File: config.mk
export PLATFORM = sky130hd
export DESIGN_NAME = sbmm_track
export DESIGN_NICKNAME = d
export VERILOG_FILES = /design/src/rtl/core/sbmm_pkg.sv /design/src/rtl/core/sbmm_track.sv
export SDC_FILE = /design/constraint.sdc
export NUM_CORES = 1
export LEC_CHECK = 0
export ABC_CLOCK_PERIOD_IN_PS = 2300
export BUFFER_PORTS_ARGS = -buffer_cell sky130_fd_sc_hd__buf_2
export CORE_ASPECT_RATIO = 2
export CORE_UTILIZATION = 30
export CTS_BUF_LIST = sky130_fd_sc_hd__clkbuf_16
export DETAILED_ROUTE_END_ITERATION = 10
export PLACE_DENSITY_LB_ADDON = 0.1
export SYNTH_ARGS = -nofsm -noshare
export SYNTH_HDL_FRONTEND = slang
export SYNTH_SLANG_ARGS = --single-unit
export TNS_END_PERCENT = 20
File: constraint.sdc
create_clock -name aclk -period 2.3 [get_ports aclk]
set_clock_uncertainty 0.1 [all_clocks]
set_input_delay 0.23 -clock aclk [delete_from_list [all_inputs] [get_ports aclk]]
set_output_delay 0.23 -clock aclk [all_outputs]
set_load 0.05 [all_outputs]
File: src/rtl/core/sbmm_pkg.sv
// Shared widths and defaults for the sum-between-min-and-max block.
`default_nettype none

package sbmm_pkg;

    localparam int DATA_W               = 16;
    localparam int IDX_W                = 10;
    localparam int SUM_W                = 26;
    localparam int DEFAULT_MAX_ELEMENTS = 1024;

endpackage

`default_nettype wire

File: src/rtl/core/sbmm_track.sv
// Element counter and first-minimum / first-maximum tracker.
`default_nettype none

module sbmm_track #(
    parameter int MAX_ELEMENTS = sbmm_pkg::DEFAULT_MAX_ELEMENTS,
    parameter int AW           = (MAX_ELEMENTS > 1) ? $clog2(MAX_ELEMENTS) : 1,
    parameter int CW           = $clog2(MAX_ELEMENTS + 1)
) (
    input  wire logic                              aclk,
    input  wire logic                              aresetn,
    input  wire logic                              take,
    input  wire logic                              clear,
    input  wire logic signed [sbmm_pkg::DATA_W-1:0] element,
    output logic                                   wr_en,
    output logic             [AW-1:0]              wr_addr,
    output logic             [CW-1:0]              count,
    output logic signed      [sbmm_pkg::DATA_W-1:0] min_value,
    output logic signed      [sbmm_pkg::DATA_W-1:0] max_value,
    output logic             [AW-1:0]              min_pos,
    output logic             [AW-1:0]              max_pos,
    output logic                                   dropped
);

    logic                                   full;
    logic             [CW-1:0]              count_reg;
    logic signed      [sbmm_pkg::DATA_W-1:0] min_reg;
    logic signed      [sbmm_pkg::DATA_W-1:0] max_reg;
    logic             [AW-1:0]              min_pos_reg;
    logic             [AW-1:0]              max_pos_reg;
    logic                                   drop_reg;

    assign full    = (count_reg == CW'(MAX_ELEMENTS));
    assign wr_en   = take && !full;
    assign wr_addr = count_reg[AW-1:0];

    always_ff @(posedge aclk) begin
        if (!aresetn || clear) begin
            count_reg   <= '0;
            min_reg     <= '0;
            max_reg     <= '0;
            min_pos_reg <= '0;
            max_pos_reg <= '0;
            drop_reg    <= 1'b0;
        end else if (take) begin
            if (!full) begin
                if (count_reg == '0) begin
                    min_reg     <= element;
                    max_reg     <= element;
                    min_pos_reg <= '0;
                    max_pos_reg <= '0;
                end else begin
                    if (element < min_reg) begin
                        min_reg     <= element;
                        min_pos_reg <= count_reg[AW-1:0];
                    end
                    if (element > max_reg) begin
                        max_reg     <= element;
                        max_pos_reg <= count_reg[AW-1:0];
                    end
                end
                count_reg <= count_reg + 1'b1;
            end else begin
                drop_reg <= 1'b1;
            end
        end
    end

    assign count     = count_reg;
    assign min_value = min_reg;
    assign max_value = max_reg;
    assign min_pos   = min_pos_reg;
    assign max_pos   = max_pos_reg;
    assign dropped   = drop_reg;

endmodule

`default_nettype wire

==> results summary <==
Dividing the final minimum period by the clock period gives 104.0%. Synthesis handed over a netlist of 480 instances. The post-synthesis average cell area is 7.995 sq um. The cell area power density came out at 620.9 nW/um^2.

The via density per instance is 5.235. Setup repair after global routing could not meet its margin everywhere. The total I/O pin count is 95.

The average wire length per cell after detail routing is 16.80 microns. The flow ran to the end, but the final reports show violations. The net count after synthesis came out at 533. The clock net in this run drives a total of 64 sinks. The CTS H-tree depth came out at 3. Global routing finished with a remaining overflow of 0. The detailed-route DRC error count came out at 0.

Clock tree synthesis selected as its root buffer the cell clkbuf_16. In the final layout, the share of cells above drive strength 1 is 36.86%. After synthesis, the most frequently instantiated cells are dfxtp_1, nand2_1, nand3_1. The post-route non-filler standard cell count came out at 774. The checks that failed: setup timing. The final number of setup-violating endpoints came out at 44.

The number of antenna repair diodes came out at 0. In this run the horizontal extent of the chip is 81.98 microns. The reg2reg setup slack is -0.09 ns. TritonCTS built the clock tree.

The final hold violation count is 0. In the post-route analysis, the smallest setup slack over all paths is -0.09287 ns. The initial utilization of the core area, before any placement, comes to 30.57%. The region available for standard cell placement spans 12550 sq um.

The maximum VDD drop is 0.0003847 V. For the worst setup path, the data arrival time is 2.06 ns. The predominant post-synthesis flop cell is dfxtp_1.

The worst hold path belongs to the class in -> reg. The multiplexer fraction of the synthesized cell area came out at 5.999%. The number of flops mapped to enable cells by yosys came out at 0. The multi-input combinational cells in the finished layout cover a total of 2312 sq um. The highest achievable clock rate is 417.9 MHz. After layout, the minimum clock period comes to 2.393 ns. The area overhead of the layout relative to synthesis came out at 43.04%. The clock insertion delay at the later pin of the skew report is 0.34 ns.

The row count is 58. The normalized max-slew margin is 69.24%. The number of buffers created by CTS is 9.

The largest net degree at the start of global routing came out at 115. The die height is 161.9 microns. Detailed placement ended at an HPWL of 9109 microns. In this run the worst setup path begins at count[0]$_SDFFE_PP0P_.

The part of the Yosys area used for sequential elements came out at 33.39%. The number of synthesized register bits is 64. The worst register-to-register path ends at max_pos[3]$_SDFFE_PP0P_. In this run the cell area of the synthesized design comes to 3837 sq um.

The area share of xor/xnor cells in the synthesized design came out at 1.598%. The number of buffers inserted by hold repair at cts came out at 0. The final-stage net count is 672. The area fraction in and, or, nand and nor cells after synthesis is 24.49%. The finished cells cover 5489 sq um. The arithmetic-cell share of the synthesized area counting full adders, half adders and majority gates is 10.76%.

The required time of the critical path came out at 1.97 ns. After the first detailed-routing iteration, the DRC count stood at 96. The max-capacitance violation count came out at 0. The critical setup path kind is reg -> out. The power consumption is 3.408 mW.

The reported leakage power is 2.388 nW. The sequential cell area came out at 1318 sq um. The wire length of the first global-routing pass came out at 19980 microns. The share of the synthesized area in the top cell type came out at 33.39%. The placed standard-cell area came out at 4861 sq um.

Synthesis instantiated 40 different standard cells from the library. After clock tree synthesis, the clock-pin slew on the worst setup and hold paths is 0.06 ns. The count of final max-slew check failures came out at 0. The cell count of the worst reg-to-reg path is 10.

After synthesis, the largest family of logic cells by area is simple AND/OR/NAND/NOR gates. The synthesized design spends more area on one cell type than any other, namely dfxtp_1. Ranked by total cell area, the synthesized netlist is headed by dfxtp_1, ha_1, nand2_1. The die covers 13280 sq um.

The count of synthesis-stage warnings from yosys is 0. In this run the worst path has a maximum fanout of 3. The total via count in the routed design came out at 4052.

The initial antenna violation count is 0. The synthesized-area fraction occupied by ao, oa, aoi and oai cells is 14.12%. Routability-driven placement finished with a final weighted congestion of 0.7446. The first detailed-routing pass took 4 iterations. The worst setup path is captured at an output pin. The startpoint type of the worst setup path is a flop. The measured slew at the worst slew-check pin is 0.4614 ns. The worst reg2reg path startpoint is count[0]$_SDFFE_PP0P_.

The global-route total usage across every layer is 20.39%. The antenna violation net count after detailed routing is 0. The number of cells in the design after placement came out at 742. After filler insertion, the fill cell instance count of the layout stands at 1292. The total length of routed wires is 13010 microns. The number of buffers inserted by port buffering is 94. In this run the worst setup path terminates at wr_en. No sink is reached through more buffers than the 2 on the longest clock path.

The via count of the first global-routing pass came out at 3924. For this run, asynchronously set or reset flops after synthesis account for 0%.
[critical path: stages, from the launching register on]
cell and delay, ns:
dfxtp_4 0.35, inv_4 0.05, ha_4 0.10, or4b_4 0.47, o41ai_4 0.33, buf_12 0.16, clkinvlp_4 0.10, buf_8 0.16
[cell type report]
| type | count | area share (%) |
|---|---|---|
| clock buffer | 11 | 5.015 |
| clock inverter | 5 | 1.071 |
| inverter | 37 | 2.644 |
| multi-input combinational | 333 | 42.12 |
| sequential | 64 | 24.00 |
| tap | 150 | 3.419 |
| timing repair buffer | 174 | 21.72 |
[layer usage]
layer	track usage, %	part of all wire [%]	vias to the layer above
li1	-	-	1996
met1	21.36	38	1943
met2	37.90	56	90
met3	3.034	2.7	23
met4	9.490	3.2	0
met5	0	0	-
[through the flow]
step / worst slack, ns / hold slack [ns] / setup TNS [ns] / util, %
floorplan: -0.1108 / 0.2928 / -4.044 / -
global placement: -0.5397 / 0.3416 / -18.13 / 38.72
detailed placement: -0.6000 / 0.3492 / -21.09 / 38.72
CTS: -0.1625 / 0.1088 / -4.058 / 43.10
global route: -0.1661 / 0.1358 / -6.128 / 43.72
finish: -0.09287 / 0.1185 / -2.097 / 43.72
[cell families (layout without fill, tap and decap cells)]
kind of cell	count (synthesis)	in the layout
compound gates	79	79
xor+xnor	7	7
fa+ha+maj	33	33
buf+inv	84	227
flops	64	64
mux	23	23
simple gates	190	191
[power breakdown]
part | switching [mW] | internal, mW | total (mW)
sequential | 0.0252 | 1.14 | 1.16
combinational | 0.449 | 0.278 | 0.727
clock | 0.546 | 0.973 | 1.52
total | 1.02 | 2.39 | 3.41
[how the worst min path moves through the flow]
stage,startpoint,endpoint,slack (ns),cells after the start
after floorplan,element[0],max_value[0]$_SDFFE_PP0P_,0.29,2
after global placement,max_pos[8]$_SDFFE_PP0P_,max_pos[8]$_SDFFE_PP0P_,0.34,2
after detailed placement,max_pos[2]$_SDFFE_PP0P_,max_pos[2]$_SDFFE_PP0P_,0.35,2
after CTS,element[2],max_value[2]$_SDFFE_PP0P_,0.11,3
after global routing,element[2],max_value[2]$_SDFFE_PP0P_,0.14,3
final,element[2],max_value[2]$_SDFFE_PP0P_,0.12,3
[timing repair]
action | 4_1_cts | 5_1_grt
pin swaps | 5 | 6
setup buffers | 11 | 3
endpoints found under the setup margin | 55 | 55
endpoints found under the hold margin | 0 | 0
gates cloned | 2 | 1
resized for setup | 23 | 15
[placed cells by master (no fill, tap or decap), types with 19 or more instances in the layout]
cell      count
mux2i_1      23
nand3_1      39
buf_4        68
ha_1         30
inv_1        33
buf_2        94
dfxtp_1      45
nor3_1       19
nand2_1      64
o211ai_1     24
nand4_1      35
(Power assumes the default switching activity.)
