<file path="config.mk">
export PLATFORM = sky130hd
export DESIGN_NAME = sbmm_sum
export DESIGN_NICKNAME = d
export VERILOG_FILES = /design/src/rtl/core/sbmm_pkg.sv /design/src/rtl/core/sbmm_sum.sv
export SDC_FILE = /design/constraint.sdc
export NUM_CORES = 1
export LEC_CHECK = 0
export BUFFER_PORTS_ARGS = -buffer_cell sky130_fd_sc_hd__buf_2
export CORE_MARGIN = 10
export CORE_UTILIZATION = 54
export CTS_CLUSTER_SIZE = 10
export DETAILED_ROUTE_END_ITERATION = 6
export GPL_ROUTABILITY_DRIVEN = 0
export PLACE_DENSITY = 0.91
export SETUP_SLACK_MARGIN = 0.4
export SLEW_MARGIN = 10
export SYNTH_ARGS = -nofsm -noshare
export SYNTH_HDL_FRONTEND = slang
export SYNTH_SLANG_ARGS = --single-unit
</file>
<file path="constraint.sdc">
create_clock -name aclk -period 3.5 [get_ports aclk]
set_clock_uncertainty 0.15 [all_clocks]
set_input_delay 0.35 -clock aclk [delete_from_list [all_inputs] [get_ports aclk]]
set_output_delay 0.35 -clock aclk [all_outputs]
set_load 0.01 [all_outputs]
</file>
<file path="src/rtl/core/sbmm_pkg.sv">
// Shared widths and defaults for the sum-between-min-and-max block.
`default_nettype none

package sbmm_pkg;

    localparam int DATA_W               = 16;
    localparam int IDX_W                = 10;
    localparam int SUM_W                = 26;
    localparam int DEFAULT_MAX_ELEMENTS = 1024;

endpackage

`default_nettype wire

</file>
<file path="src/rtl/core/sbmm_sum.sv">
// Range summing sequencer: walks the store from lo to hi through one adder.
`default_nettype none

module sbmm_sum #(
    parameter int AW = 10
) (
    input  wire logic                               aclk,
    input  wire logic                               aresetn,
    input  wire logic                               start,
    input  wire logic        [AW-1:0]               lo,
    input  wire logic        [AW-1:0]               hi,
    output logic             [AW-1:0]               rd_addr,
    input  wire logic signed [sbmm_pkg::DATA_W-1:0] rd_data,
    output logic                                    done,
    output logic             [sbmm_pkg::SUM_W-1:0]  sum
);

    logic [AW-1:0]              addr_reg;
    logic [AW-1:0]              hi_reg;
    logic                       issue_reg;
    logic                       pend_reg;
    logic                       done_reg;
    logic [sbmm_pkg::SUM_W-1:0] acc_reg;

    assign rd_addr = addr_reg;

    always_ff @(posedge aclk) begin
        if (!aresetn) begin
            issue_reg <= 1'b0;
            pend_reg  <= 1'b0;
            done_reg  <= 1'b0;
        end else begin
            done_reg <= pend_reg && !issue_reg;
            pend_reg <= issue_reg;
            if (start) begin
                issue_reg <= 1'b1;
            end else if (issue_reg && addr_reg == hi_reg) begin
                issue_reg <= 1'b0;
            end
        end
    end

    always_ff @(posedge aclk) begin
        if (start) begin
            addr_reg <= lo;
            hi_reg   <= hi;
            acc_reg  <= '0;
        end else begin
            if (issue_reg) begin
                addr_reg <= addr_reg + 1'b1;
            end
            if (pend_reg) begin
                acc_reg <= acc_reg + sbmm_pkg::SUM_W'(rd_data);
            end
        end
    end

    assign done = done_reg;
    assign sum  = acc_reg;

endmodule

`default_nettype wire

</file>
==> results of run 1 <==
## cell usage in the layout (no fill, tap or decap), types with 2 or more instances in the layout
master / synthesis / routed
edfxtp_1: 20 / 20
a31oi_1: 4 / 4
xor2_1: 21 / 21
ha_1: 26 / 26
o21ai_1: 4 / 3
nand2b_1: 3 / 3
nor3_1: 3 / 3
nor2b_1: 4 / 4
dfxtp_1: 29 / 29
nand3_1: 12 / 12
a21oi_1: 28 / 28
xnor2_1: 15 / 15
nand4_1: 5 / 5
o21a_1: 5 / 5
and2_1: 3 / 3
nor3b_1: 5 / 5
nor2_1: 31 / 31
and3_1: 5 / 5
o22ai_1: 2 / 2
mux2i_1: 12 / 12
a21o_1: 9 / 9
clkbuf_8: 0 / 5
a211oi_1: 9 / 8
or4_1: 2 / 2
nor4_1: 2 / 2
buf_4: 0 / 5
buf_2: 1 / 75
inv_1: 7 / 7
o21ai_0: 18 / 18
a211oi_2: 1 / 2
nand2_1: 33 / 33
## cell type report
cell class	count	area (um2)	share of cell area
Multi-Input combinational cell	278	1900	0.511
Sequential cell	49	1180	0.317
Timing Repair Buffer	80	413	0.111
Tap cell	72	90.1	0.0242
Clock buffer	5	68.8	0.0185
Clock inverter	3	41.3	0.0111
Inverter	7	26.3	0.00706
## power by group through the flow
stage	sequential, uW	clock (uW)	combinational (uW)
5_1_grt	694	432	411
4_1_cts	687	413	367
3_3_place_gp	696	0	349
6_report	687	405	372
2_1_floorplan	706	0	236
3_5_place_dp	700	0	362
## cells by family after synthesis
| kind of cell | Yosys count |
|---|---|
| xor+xnor | 36 |
| flops | 49 |
| fa+ha+maj | 27 |
| buf+inv | 19 |
| mux | 14 |
| compound gates | 88 |
| simple gates | 113 |
## repair_timing
item | in CTS | in global routing
buffers inserted | 0 | 3
resized for setup | 1 | 1
pin swaps | 0 | 2
endpoints found under the setup margin | 1 | 1
## stage by stage
stage,area (um2),cells
6_report,3720,494
4_1_cts,3690,491
3_3_place_gp,3580,483
3_5_place_dp,3580,483
5_1_grt,3720,494
2_1_floorplan,3150,346
## worst max-delay path, cell delays in order (launching register included)
cell and delay [ps]:
dfxtp_1 380, ha_1 190, inv_1 60, fa_1 380, and2b_1 250, o31a_1 150
o21ai_1 110, a211oi_2 300, buf_4 160, o211ai_1 130, a21boi_0 220, o21ai_0 150
o311ai_0 300
## per-layer routing
| metal | up-vias | global-route usage |
|---|---|---|
| li1 | 1401 | - |
| met1 | 1370 | 0.201 |
| met2 | 103 | 0.298 |
| met3 | 17 | 0.0451 |
| met4 | 0 | 0.0533 |
| met5 | - | 0 |
## worst paths after layout
path,start,endpoint,slack (ps),cells after the start
worst min-delay path,hi[8],hi_reg[8]$_DFFE_PP_,60,1
worst min register to register,issue_reg$_SDFFE_PN0P_,done$_SDFF_PN0_,290,1
worst max register to register,sum[0]$_SDFFE_PP0P_,sum[18]$_SDFFE_PP0P_,460,12
worst max-delay path,sum[0]$_SDFFE_PP0P_,sum[18]$_SDFFE_PP0P_,460,12
==> impl_metrics.toml, run 1 <==
[setup_path]
worst-path-max-fanout = 3
worst_setup_path_start_kind = "register"
worst_ep_required_time_ps = 3550
cp-end-kind = "register"
critPathArrivalTime_ps = 3090
crit_type = "reg -> reg"

[pwr]
power.internal_uw = 1020
power_leakage_uw = 0.00169
comb_power_share = 0.254
ir_worst_vdd_mv = 0.225
seqPwrFrac = 0.469
clkPwrFrac = 0.277
p_total_uw = 1460
power_switching_uw = 445
switching_share = 0.304
p_per_area_nw_per_um2 = 393

[clock_network]
hold_buffers = 0
cts_buffer_depth = 2
cts_tree = "yes"
clk_pin_slew_ps = 90
numCtsBuffers = 5
clkLatencyLatePin_ps = 310
htreeDepth = 2
cts_sinks = 49
cts_root_buffer = "clkbuf_8"

[detailed_routing]
wl_per_cell_um = 16.6
ant_nets = 0
wl_met3_um = 607
finalWirelength_mm = 8.19
drt_iter0_drc = 182
wl_met2_mm = 4.01
vias_per_cell = 5.85
first_pass_iters = 4
wl_met1_mm = 3.43
vias = 2891
top_layer = "met4"
drc = 0

[run]
drv_cap = 0

[grt]
grt_overflow_total = 0
grt_pass1_wl_mm = 12.9
antenna_found_initial = 0
grt_start_max_net_pins = 40
grt_pass1_vias = 2748
track_usage = 0.171

[synthesis]
synth_most_common_cell = "nand2_1"
synthMuxAreaShare = 0.0453
syn-num-nets = 412
post_synth.cell_area_avg_um2 = 9.09
yosys-top-cells-count = "nand2_1, nor2_1, dfxtp_1"
synth.distinct_cells = 47
synthFlopType = "dfxtp_1"
synth_xor_area_frac = 0.100
async_reset_ff_frac = 0
ys_ff_latch = 49
yosysWarnings = 0
yosys.area.top_type = "edfxtp_1"
synth-adder-area-share = 0.110
yosysSeqAreaShare = 0.375
ys_top_cells_by_area = "edfxtp_1, dfxtp_1, ha_1"
synth_compound_area_frac = 0.174
synthSimpleGateAreaFrac = 0.172
synth_cells = 346
synth_area_um2 = 3150
synth_top_area_frac = 0.191
synth_top_family_by_area = "compound AO/OA/AOI/OAI gates"
synth_edf_count = 20

[sta]
slew_violations = 0
period_share = 0.867
hold_slack_ps = 63.4
relSlewSlack = 0.549
tightest_slew_ps = 676
fin_ws_ps = 465
min_period_ps = 3040
rsz0062_at_grt = "no"
tns_ps = 0
finalHoldViolCount = 0
fmax_mhz = 329
setup_violations = 0

[status]
outcome = "finished clean"

[die]
rows = 27
die_area_um2 = 9280
io_pins = 76
die_w_um = 96.3
initial_core_util = 0.564
design.core.area_um2 = 5570
die_y_um = 96.3

[final_layout]
fill_cells = 451
largest_reg_flops = 26
antenna_cells = 0
num-nets-final = 487
utilization = 0.668
flow.area_growth_from_synthesis_pct = 18.3
drive_above_1_share = 0.225

[place]
place_ws_ps = 344
numPortBuffers = 75
hpwl_mm = 6.26

[worst_hold_path]
hp-class = "in -> reg"
(Power assumes the default switching activity.)
==> run 2: changes to the inputs <==
- MAX_ROUTING_LAYER: not set -> met4
- clock period: 3.5 -> 3.36 ns (I/O delays scaled with it)
==> run 2 against run 1 <==
Sequential power grew 4.2%. Routed wire length is 1.7% higher. Highest routed layer unchanged. Via count grew 0.80%. Sequential share of layout area is 0.22 points lower. Combinational power grew 5%. Hold slack got worse by 25 ps. Clock power grew 6.9%. Die area did not move.
==> impl_metrics.toml, run 2 (synthesis gave the netlist of run 1 again) <==
[status]
outcome = "finished clean"

[die]
rows = 27
design.core.area_um2 = 5570
io_pins = 76
initial_core_util = 0.564
die_y_um = 96.3
die_area_um2 = 9280
die_w_um = 96.3

[setup_path]
crit_path_cell_trace = "ha_1 -> inv_1 -> fa_2 -> and2b_1 -> o31a_1 -> o21ai_2 -> a211oi_2 -> buf_4 -> o211ai_1 -> a21boi_0 -> o21ai_0 -> nand2_1 -> o311ai_1"
crit_buf_inv = 2
slowest_delay_ps = 340
critPathArrivalTime_ps = 2960
slowest_stage = "dfxtp_2"
cp_num_cells = 13
worst_setup_path_start_kind = "register"
r2r_cells = 13
cp-end-kind = "register"
worst-path-max-fanout = 3
crit_type = "reg -> reg"
worst_ep_required_time_ps = 3440
r2r_slack_ps = 480
path_delay_family = "compound AO/OA/AOI/OAI gates"

[detailed_routing]
finalWirelength_mm = 8.32
wl_per_cell_um = 16.8
ant_nets = 0
first_pass_iters = 5
vias = 2914
drc = 0
vias_per_cell = 5.89
drt_iter0_drc = 191

[sta]
fmax_mhz = 347
period_share = 0.858
min_period_ps = 2880
finalHoldViolCount = 0
fin_ws_ps = 478
tightest_slew_ps = 689
relSlewSlack = 0.541
hold_slack_ps = 38.2
setup_violations = 0
tns_ps = 0
rsz0062_at_grt = "yes"
slew_violations = 0

[final_layout]
final_common_cell = "buf_2"
fill_cells = 449
largest_reg_flops = 26
flow.area_growth_from_synthesis_pct = 19.3
antenna_cells = 0
drive_above_1_share = 0.239
fin_cells = 495
num-nets-final = 488
final_cell_mix = "buf_2, nand2_1, nor2_1"

[clock_network]
clk_pin_slew_ps = 90
clkLatencyLatePin_ps = 310
hold_buffers = 0
htreeDepth = 2
cts_root_buffer = "clkbuf_8"
numCtsBuffers = 5
cts_buffer_depth = 2
cts_sinks = 49
cts_tree = "yes"

[grt]
grt_overflow_total = 0
antenna_found_initial = 0
grt_start_max_net_pins = 40
grt_pass1_vias = 2854
track_usage = 0.184
grt_pass1_wl_mm = 13.3

[pwr]
comb_power_share = 0.254
power_switching_uw = 477
p_total_uw = 1540
power_leakage_uw = 0.00169
ir_worst_vdd_mv = 0.242
clkPwrFrac = 0.281
p_per_area_nw_per_um2 = 410
seqPwrFrac = 0.465
power.internal_uw = 1060
switching_share = 0.310

[place]
dp_cells = 483
hpwl_mm = 6.12
numPortBuffers = 75
place_ws_ps = 250

[worst_hold_path]
hp-class = "in -> reg"
hold_path_depth = 1

[run]
drv_cap = 0
[run 2: power by group through the flow]
stage | registers, uW | clock network (uW) | logic (uW)
after floorplan | 735 | 0 | 246
after global placement | 725 | 0 | 364
after detailed placement | 729 | 0 | 376
after CTS | 715 | 434 | 382
after global routing | 723 | 468 | 435
final | 716 | 433 | 391
[run 2: layout make-up]
cell class / count / area, um2 / area share
Clock buffer: 5 / 68.8 / 0.0183
Clock inverter: 3 / 41.3 / 0.0110
Inverter: 7 / 26.3 / 0.00700
Multi-Input combinational cell: 278 / 1920 / 0.512
Sequential cell: 49 / 1180 / 0.315
Tap cell: 72 / 90.1 / 0.0240
Timing Repair Buffer: 81 / 420 / 0.112
[run 2: repair_timing]
item                       4_1_cts  5_1_grt
setup endpoints to repair        1        2
setup buffers                    0        4
cloned                           0        0
pin swaps                        0        6
gates resized for setup          2        7
[run 2: stage by stage]
| stage | utilization | instance area [um2] |
|---|---|---|
| floorplan | - | 3150 |
| global placement | 0.642 | 3580 |
| detailed placement | 0.642 | 3580 |
| CTS | 0.664 | 3700 |
| global route | 0.673 | 3750 |
| finish | 0.673 | 3750 |
[run 2: worst paths after layout]
| path | start | end |
|---|---|---|
| min | hi[6] | hi_reg[6]$_DFFE_PP_ |
| max reg2reg | sum[0]$_SDFFE_PP0P_ | sum[18]$_SDFFE_PP0P_ |
| max | sum[0]$_SDFFE_PP0P_ | sum[18]$_SDFFE_PP0P_ |
| min reg2reg | issue_reg$_SDFFE_PN0P_ | done$_SDFF_PN0_ |
[run 2: worst register-to-register path, cell delays in order (launching register included)]
cell	delay, ps
dfxtp_2	340
ha_1	200
inv_1	80
fa_2	200
and2b_1	210
o31a_1	310
o21ai_2	200
a211oi_2	120
buf_4	140
o211ai_1	250
a21boi_0	140
o21ai_0	290
nand2_1	90
o311ai_1	90
[run 2: routing by layer]
metal	up-vias	wire length, um	global-route usage	part of all wire
met3	23	715	0.0467	0.086
met4	0	185	0.0654	0.022
met2	134	4060	0.305	0.49
li1	1409	-	-	-
met1	1348	3370	0.210	0.40
met5	-	0	-	0
